[src/rtl/core/gno_pkg.sv]
// Shared constants, types and helper functions for the octave gradient noise block.
// Used by gno_lane, gno_sum and the top level under rtl/core; depends on nothing else.
package gno_pkg;

    localparam int OCTAVES_MAX = 8;
    localparam int ENTRIES     = 2048;
    localparam int GRAD_BITS   = 16;

    localparam int X_W     = 24;
    localparam int FRAC_W  = 16;
    localparam int OSEL_W  = 3;
    localparam int GIDX_W  = 11;
    localparam int GVAL_W  = 16;
    localparam int SCALE_W = 24;
    localparam int CNT_W   = 4;
    localparam int NOISE_W = 32;
    localparam int CFG_W   = 24;

    localparam int ADDR_W = $clog2(ENTRIES);
    localparam int LANE_W = $clog2(OCTAVES_MAX + 1);
    localparam int U_W    = X_W + LANE_W;
    localparam int I_W    = U_W - FRAC_W;

    localparam int F_W   = FRAC_W + 1;
    localparam int FM_W  = FRAC_W + 2;
    localparam int C_W   = FRAC_W + 5;
    localparam int Q_W   = FRAC_W + 6;
    localparam int AB_W  = GRAD_BITS + FRAC_W + 2;
    localparam int D_W   = AB_W + 1;
    localparam int S_W   = FRAC_W + 2;
    localparam int P_W   = S_W + D_W;
    localparam int T_W   = P_W - FRAC_W;
    localparam int MAG_W = GRAD_BITS + FRAC_W;
    localparam int RM_W  = MAG_W + 1;
    localparam int QUOT_W = MAG_W + 1;

    localparam int TREE_LVL = $clog2(OCTAVES_MAX);
    localparam int TREE_N   = 1 << TREE_LVL;
    localparam int SUM_W    = QUOT_W + TREE_LVL;

    localparam int SC_LO_W  = SCALE_W / 2;
    localparam int SC_HI_W  = SCALE_W - SC_LO_W;
    localparam int FULL_W   = SUM_W + SCALE_W + 1;
    localparam int OUT_SHIFT = 30;

    localparam int LANE_STAGES = 10;
    localparam int LATENCY     = LANE_STAGES + TREE_LVL + 3;

    localparam logic [CNT_W-1:0]   COUNT_RESET = CNT_W'(1);
    localparam logic [SCALE_W-1:0] SCALE_RESET = SCALE_W'(65536);

    typedef enum logic
    {
        OP_WRITE = 1'b0,
        OP_EVAL  = 1'b1
    } op_t;

    typedef enum logic
    {
        REG_OCTAVE_COUNT = 1'b0,
        REG_OUTPUT_SCALE = 1'b1
    } cfg_reg_t;

    typedef struct packed
    {
        logic                     valid;
        logic                     err;
        logic signed [QUOT_W-1:0] quot;
    } lane_out_t;

    // Reciprocal floor(2^MAG_W / k) for the constant divide of one lane.
    function automatic logic [RM_W-1:0] recip(input logic [LANE_W-1:0] k);
        int kk;
        logic [RM_W-1:0] m;
        kk = int'(k);
        unique case (kk)
            1:  m = RM_W'((65'd1 << MAG_W) / 65'd1);
            2:  m = RM_W'((65'd1 << MAG_W) / 65'd2);
            3:  m = RM_W'((65'd1 << MAG_W) / 65'd3);
            4:  m = RM_W'((65'd1 << MAG_W) / 65'd4);
            5:  m = RM_W'((65'd1 << MAG_W) / 65'd5);
            6:  m = RM_W'((65'd1 << MAG_W) / 65'd6);
            7:  m = RM_W'((65'd1 << MAG_W) / 65'd7);
            8:  m = RM_W'((65'd1 << MAG_W) / 65'd8);
            9:  m = RM_W'((65'd1 << MAG_W) / 65'd9);
            10: m = RM_W'((65'd1 << MAG_W) / 65'd10);
            11: m = RM_W'((65'd1 << MAG_W) / 65'd11);
            12: m = RM_W'((65'd1 << MAG_W) / 65'd12);
            13: m = RM_W'((65'd1 << MAG_W) / 65'd13);
            14: m = RM_W'((65'd1 << MAG_W) / 65'd14);
            15: m = RM_W'((65'd1 << MAG_W) / 65'd15);
            16: m = RM_W'((65'd1 << MAG_W) / 65'd16);
            default: m = '0;
        endcase
        return m;
    endfunction

    // Octave count as used: zero acts as one, large values saturate.
    function automatic logic [CNT_W-1:0] clamp_count(input logic [CNT_W-1:0] c);
        logic [CNT_W-1:0] r;
        if (c == '0)
            r = CNT_W'(1);
        else if (32'(c) > 32'(OCTAVES_MAX))
            r = CNT_W'(OCTAVES_MAX);
        else
            r = c;
        return r;
    endfunction

endpackage

[src/rtl/core/gno_sum.sv]
// Octave sum tree, output scaling and saturation.
// Depends on gno_pkg.
module gno_sum (
    input  logic                                clk,
    input  logic                                rst_n,
    input  gno_pkg::lane_out_t                  lanes [gno_pkg::OCTAVES_MAX],
    input  logic [gno_pkg::CNT_W-1:0]           octave_count,
    input  logic [gno_pkg::SCALE_W-1:0]         output_scale,
    output logic                                done,
    output logic signed [gno_pkg::NOISE_W-1:0]  noise,
    output logic                                range_error
);
    import gno_pkg::*;

    localparam logic signed [FULL_W-1:0] SAT_HI =
        FULL_W'((65'sd1 <<< (NOISE_W-1)) - 65'sd1);
    localparam logic signed [FULL_W-1:0] SAT_LO = -SAT_HI - 1;

    logic signed [SUM_W-1:0] heap_w   [2*TREE_N];
    logic signed [SUM_W-1:0] heap_reg [TREE_N];
    logic [TREE_LVL:0]       tv;
    logic [TREE_LVL:0]       te;
    logic                    err_leaf;

    // Leaves: octaves above the configured count contribute nothing.
    always_comb
    begin
        err_leaf = 1'b0;
        for (int j = 0; j < OCTAVES_MAX; j++)
        begin
            if (32'(j) < 32'(octave_count))
            begin
                err_leaf = err_leaf | lanes[j].err;
            end
        end
    end

    assign heap_w[0] = '0;
    assign tv[0]     = lanes[0].valid;
    assign te[0]     = err_leaf;

    for (genvar j = 0; j < TREE_N; j++)
    begin : g_leaf
        if (j < OCTAVES_MAX)
        begin : g_used
            assign heap_w[TREE_N + j] = (32'(j) < 32'(octave_count)) ?
                                        SUM_W'(lanes[j].quot) : '0;
        end
        else
        begin : g_pad
            assign heap_w[TREE_N + j] = '0;
        end
    end

    for (genvar n = 1; n < TREE_N; n++)
    begin : g_node
        always_ff @(posedge clk)
        begin
            heap_reg[n] <= heap_w[2*n] + heap_w[2*n + 1];
        end
        assign heap_w[n] = heap_reg[n];
    end

    if (TREE_LVL > 0)
    begin : g_ctl
        logic [TREE_LVL-1:0] tv_reg;
        logic [TREE_LVL-1:0] te_reg;
        always_ff @(posedge clk or negedge rst_n)
        begin
            if (!rst_n)
            begin
                tv_reg <= '0;
                te_reg <= '0;
            end
            else
            begin
                tv_reg <= tv[TREE_LVL-1:0];
                te_reg <= te[TREE_LVL-1:0];
            end
        end
        assign tv[TREE_LVL:1] = tv_reg;
        assign te[TREE_LVL:1] = te_reg;
    end

    // Scale multiply split into two partial products.
    logic signed [SUM_W+SC_LO_W:0] plo_next;
    logic signed [SUM_W+SC_HI_W:0] phi_next;

    assign plo_next = heap_w[1] * $signed({1'b0, output_scale[SC_LO_W-1:0]});
    assign phi_next = heap_w[1] * $signed({1'b0, output_scale[SCALE_W-1:SC_LO_W]});

    logic signed [SUM_W+SC_LO_W:0] plo_reg;
    logic signed [SUM_W+SC_HI_W:0] phi_reg;
    logic signed [FULL_W-1:0]      full_reg;
    logic signed [FULL_W-1:0]      full_next;
    logic signed [FULL_W-1:0]      y;
    logic signed [NOISE_W-1:0]     noise_next;
    logic signed [NOISE_W-1:0]     noise_reg;
    logic [1:0]                    sv_reg;
    logic [1:0]                    se_reg;
    logic                          done_reg;
    logic                          range_error_reg;

    assign full_next = (FULL_W'(phi_reg) <<< SC_LO_W) + FULL_W'(plo_reg);
    assign y         = full_reg >>> OUT_SHIFT;

    always_comb
    begin
        if (y > SAT_HI)
            noise_next = NOISE_W'(SAT_HI);
        else if (y < SAT_LO)
            noise_next = NOISE_W'(SAT_LO);
        else
            noise_next = NOISE_W'(y);
    end

    always_ff @(posedge clk or negedge rst_n)
    begin
        if (!rst_n)
        begin
            sv_reg          <= '0;
            se_reg          <= '0;
            done_reg        <= 1'b0;
            range_error_reg <= 1'b0;
        end
        else
        begin
            sv_reg          <= {sv_reg[0], tv[TREE_LVL]};
            se_reg          <= {se_reg[0], te[TREE_LVL]};
            done_reg        <= sv_reg[1];
            range_error_reg <= se_reg[1];
        end
    end

    always_ff @(posedge clk)
    begin
        plo_reg   <= plo_next;
        phi_reg   <= phi_next;
        full_reg  <= full_next;
        noise_reg <= noise_next;
    end

    assign done        = done_reg;
    assign noise       = noise_reg;
    assign range_error = range_error_reg;

endmodule

[config.mk]
export PLATFORM = sky130hd
export DESIGN_NAME = gno_sum
export DESIGN_NICKNAME = d
export VERILOG_FILES = /design/src/rtl/core/gno_pkg.sv /design/src/rtl/core/gno_sum.sv
export SDC_FILE = /design/constraint.sdc
export NUM_CORES = 2
export LEC_CHECK = 0
export ABC_AREA = 1
export BUFFER_PORTS_ARGS = -buffer_cell sky130_fd_sc_hd__clkbuf_2
export CORE_MARGIN = 8
export CORE_UTILIZATION = 60
export CTS_CLUSTER_DIAMETER = 120
export CTS_CLUSTER_SIZE = 28
export DETAILED_ROUTE_END_ITERATION = 16
export GPL_TIMING_DRIVEN = 0
export PLACE_DENSITY_LB_ADDON = 0.08
export SYNTH_ARGS = -nofsm -noshare
export SYNTH_HDL_FRONTEND = slang
export SYNTH_SLANG_ARGS = --single-unit
[constraint.sdc]
create_clock -name clk -period 5.7 [get_ports clk]
set_input_delay 0.285 -clock clk [delete_from_list [all_inputs] [get_ports clk]]
set_output_delay 0.285 -clock clk [all_outputs]
set_load 0.01 [all_outputs]
# [Word level (Yosys, flattened, before mapping)]
# Memories as Yosys holds them, arrays and structs flattened.
# Index checks and enable logic that the tools add are counted.
[totals] out_inout_bits=34 mem_bits_rw=288 n_memories=1 wordCells=55 register_bits=203
[memory_table] name="heap_reg" depth=8 width=36 read_ports=7 rd_clocked_by_memory_dff=0 write_ports=7 line="gno_sum.sv:20" source="logic signed [SUM_W-1:0] heap_reg [TREE_N];"
[op_classes] n_addsub=8 order_cmp=10 mux=17 n_mul=2 bitwise_logic=7
[ops] op="two-way mux 36 bit" count=8
[ops] op="adder 36 bit" count=7
[ops] op="multiplier 36 x 13 -> 49 bit" count=2
[ops] op="adder 61 x 49 -> 61 bit" count=1
[ops] op="> comparator 31 x 32 -> 1 bit (second input constant)" count=1
[ops] op="less-than comparator 31 x 32 -> 1 bit (second input constant)" count=1
[ops] op="two-way mux 32 bit" count=1
[ops] op="less-than comparator 3 x 4 -> 1 bit (first input constant)" count=4
[ops] op="less-than comparator 1 x 4 -> 1 bit (first input constant)" count=2
[ops] op="less-than comparator 2 x 4 -> 1 bit (first input constant)" count=2
[ops] op="two-way mux 1 bit" count=8
[ops] op="bitwise OR 1 bit" count=7

# [Depth between registers and ports, before layout]
[logic_depth] depth_word=16 mapped_depth=26 ltp_nobuf=24

# [Worst setup path after synthesis]
# OpenSTA, ideal clock, no wires.
[synth_timing] path_type="input to register" start="input output_scale[15] (netlist name)" end="register phi_reg[45]" cell_stages=21 arrival_time_ps=4826 t_required_ps=5587 setup_slack_ps=762 path_cell_list="clkbuf_1 clkbuf_1 nand2_1 fa_1 fa_1 inv_1 fa_1 fa_1 inv_1 fa_1 inv_1 ha_1 nand2_1 nor2_1 inv_1 nor2_1 nand2_1 nor2_1 nand2_1 nand4_1 nand2_1"
[synth_via] elab_chain_len=1
[synth_rtl] element="start, declared" line="gno_sum.sv:8" source="input logic [gno_pkg::SCALE_W-1:0] output_scale,"
[synth_rtl] element="multiplier 36 x 13 -> 49 bit" line="gno_sum.sv:90" source="assign phi_next = heap_w[1] * $signed({1'b0, output_scale[SCALE_W-1:SC_LO_W]});"
[synth_rtl] element="named net phi_next[45]" line="gno_sum.sv:87" source="logic signed [SUM_W+SC_HI_W:0] phi_next;"
[synth_rtl] element="end signal, assigned" line="gno_sum.sv:138" source="phi_reg <= phi_next;"
[synth_rtl] element="end, declared" line="gno_sum.sv:93" source="logic signed [SUM_W+SC_HI_W:0] phi_reg;"
# The timed path passes the listed nets, and every way through them passes these cells.
# A chain may end at the register's enable or synchronous reset.

# [Final worst setup path]
[layout_timing] start="input output_scale[9] (netlist name)" end="register plo_reg[47]"
[layout_via] elab_chain_len=1
[layout_rtl] element="multiplier 36 x 13 -> 49 bit" line="gno_sum.sv:89" source="assign plo_next = heap_w[1] * $signed({1'b0, output_scale[SC_LO_W-1:0]});"
[layout_rtl] element="named net plo_next[47]" line="gno_sum.sv:86" source="logic signed [SUM_W+SC_LO_W:0] plo_next;"
[layout_rtl] element="end signal, assigned" line="gno_sum.sv:137" source="plo_reg <= plo_next;"
[layout_rtl] element="end, declared" line="gno_sum.sv:92" source="logic signed [SUM_W+SC_LO_W:0] plo_reg;"
# The timed path passes the listed nets, and every way through them passes these cells.

==> impl_metrics.csv <==
group,metric,value,unit
final_layout,largest_reg_flops,252,
die,core,105400,um2
die,initial_utilization,60.55,%
worst_setup_path,cpMostUsedCell,"fa_1",
timing,holdWs,25.26,ps
clock_network,cts_sinks,413,
worst_hold_path,worstHoldPathCells,4,
worst_setup_path,critPathArrivalTime,6090,ps
final_layout,final_core_util,64.76,%
drt,ant_nets,0,
synthesis,synthXorXnorAreaFrac,2.552,%
clock_network,path_clk_slew,110,ps
global_routing,grt_max_degree,29,
timing,final-setup-viol-count,0,
final_layout,final_nets,11780,
final_layout,layout_common_cells,"nand2_1, inv_1, nor2_1",
worst_hold_path,hold_path_class,"in -> reg",
place,gp_congestion,1.055,
synthesis,yosys.area_share.simple,28.26,%
worst_setup_path,slowest_stage,"clkbuf_1",
worst_setup_path,regToRegEndpoint,"plo_reg[47]",
drt,viasPerCell,5.356,
drt,wl,221500,um
timing,slew_headroom,36.10,%
clock_network,numCtsBuffers,21,
worst_setup_path,path_class,"in -> reg",
worst_setup_path,rrSetupSlack,110,ps
global_routing,grt_use_total,37.26,%
final_layout,area.growth.synth_to_final,6.957,%
synthesis,synth_compound_area_share,6.189,%
drt,drtIter0Drc,5372,
timing,period_share,99.19,%
clock_network,clk_latency,640,ps
worst_setup_path,crit_chain,"clkbuf_1 > clkbuf_1 > nand2_1 > fa_1 > inv_1 > fa_1 > fa_1 > fa_1 > inv_1 > fa_1 > inv_1 > ha_1 > nand2_1 > nor2_1 > nand2_1 > nor2_1 > nand3_1 > nand4_1 > nand2_1",
clock_network,cts_buffer_depth,3,
global_routing,grt_pass1_vias,63000,
die,rows,119,
timing,slew_viol_final,0,
synthesis,synth_adder_area_share,33.58,%
flow_run,max_cap_violations,0,
die,pin_count,344,
clock_network,htree_levels,1,
timing,max_freq,176.9,MHz
worst_setup_path,crit_path_max_incr_delay,660,ps
global_routing,grt-ovfl-total,0,
worst_hold_path,min_to,"heap_reg[0][144]",
drt,vias,62220,
synthesis,syn-cell-area,63820,um2
synthesis,synth-seq-cells,413,
final_layout,final_common_cell,"nand2_1",
die,die_x,342.2,um
place,hpwl,191900,um
synthesis,synth.area.mux_share,0,%
synthesis,synthesis.nets,11440,
synthesis,synth_area_per_cell,6.464,um2
worst_setup_path,crit_required,6140,ps
synthesis,yosysWarnings,0,
synthesis,synthFlopType,"dfxtp_1",
timing,hold_viol,0,
place,io_buffers,311,
clock_network,cts_tree,"yes",
outcome,status,"finished, final reports clean",
synthesis,synth_edf_count,0,
die,die_y,342.2,um
drt,wl_per_cell,19.07,um
drt,drc_errors,0,
clock_network,cts_root_buffer,"clkbuf_16",
final_layout,instances_no_fill,11620,
worst_setup_path,crit_path_start_kind,"input pin",
timing,final.setup.tns,0,ps
timing,skew,48.18,ps
timing,tightest_slew,958.4,ps
global_routing,antenna_found_initial,17,
worst_setup_path,reg2reg_from,"heap_reg[0][47]",
global_routing,grt_pass1_wl,340700,um
worst_setup_path,end_kind,"flip-flop",
worst_setup_path,reg2regPathDepth,18,
die,die-area,117100,um2
worst_hold_path,hp-start,"lanes[245]",
drt,dr.pass1.iters,8,
synthesis,synth_top_family_by_area,"adder cells",
place,placed_cells,11580,
synthesis,synthCells,9874,
synthesis,synthArstFlopShare,2.906,%
worst_setup_path,path_max_fanout,10,
timing,fin_crit,5654,ps
synthesis,ys_seq_area_share,13.05,%
synthesis,ys_types,43,
final_layout,drive_gt1_share,5.675,%
==> metal layers <==
layer / global-route usage (%) / vias to the layer above / routed length [um]
met4: 24.78 / 18 / 18020
li1: - / 29620 / -
met1: 44.60 / 28940 / 84310
met2: 60.96 / 2909 / 98850
met5: 0 / - / 111
met3: 7.209 / 736 / 20210
==> per-stage QoR <==
step	cell area (um2)	setup slack, ps
floorplan	63830	761.6
global placement	67120	-1129
detailed placement	67120	-1121
CTS	68000	0.3975
global route	68260	-7.778
finish	68270	46.14
==> critical path, delay by kind of cell <==
| kind | cells | cell delay (ps) |
|---|---|---|
| adders and majority gates | 6 | 2970 |
| and+or+nand+nor | 8 | 1470 |
| buffers and inverters | 5 | 1370 |
==> cell type report <==
type,instances,area [um2]
antenna,7,17.52
buffer,225,1151
clock buffer,21,525.5
clock inverter,8,121.4
fill,9783,37150
inverter,2552,9583
multi-input combinational,6684,45140
sequential,413,8373
tap,1391,1740
timing repair buffer,317,1614
==> logic make-up (layout without fill, tap and decap cells) <==
kind of cell,Yosys count,after routing
buf+inv,2777,3123
other cells,0,7
flops,413,413
fa+ha+maj,1256,1256
simple gates,4525,4525
xor+xnor,186,186
compound gates,717,717
==> synth_stat cells (48+ instances only) <==
| cell | instances | area share [%] |
|---|---|---|
| nor3_1 | 49 | 0.38 |
| inv_1 | 2551 | 15 |
| xor2_1 | 138 | 1.9 |
| nand3_1 | 284 | 2.2 |
| xnor2_1 | 48 | 0.66 |
| clkbuf_1 | 209 | 1.2 |
| dfxtp_1 | 401 | 13 |
| a21oi_1 | 380 | 3.0 |
| o21ai_0 | 193 | 1.5 |
| nand4_1 | 135 | 1.3 |
| nor2_1 | 910 | 5.4 |
| fa_1 | 762 | 24 |
| ha_1 | 494 | 9.7 |
| nand2_1 | 3054 | 18 |
==> how the worst max path moves through the flow <==
stage,startpoint,cells after the start,slack (ps),end
6_report,output_scale[9],19,50,plo_reg[47]
5_1_grt,output_scale[21],22,-8,phi_reg[45]
4_1_cts,output_scale[13],21,0.4,phi_reg[38]
3_5_place_dp,output_scale[19],19,-1120,phi_reg[38]
3_3_place_gp,output_scale[19],19,-1130,phi_reg[38]
2_1_floorplan,output_scale[15],21,760,phi_reg[45]
==> timing repair <==
action / in CTS / in global routing
endpoints found under the setup margin: 63 / 62
buffers inserted: 0 / 1
pin swaps: 0 / 1
gates resized for setup: 108 / 226
hold endpoints to repair: 15 / 0
hold buffers: 5 / 0
Power is left out: the tool's default activity adds up to more than one toggle a clock period on the data nets, which glitch-free logic cannot reach.
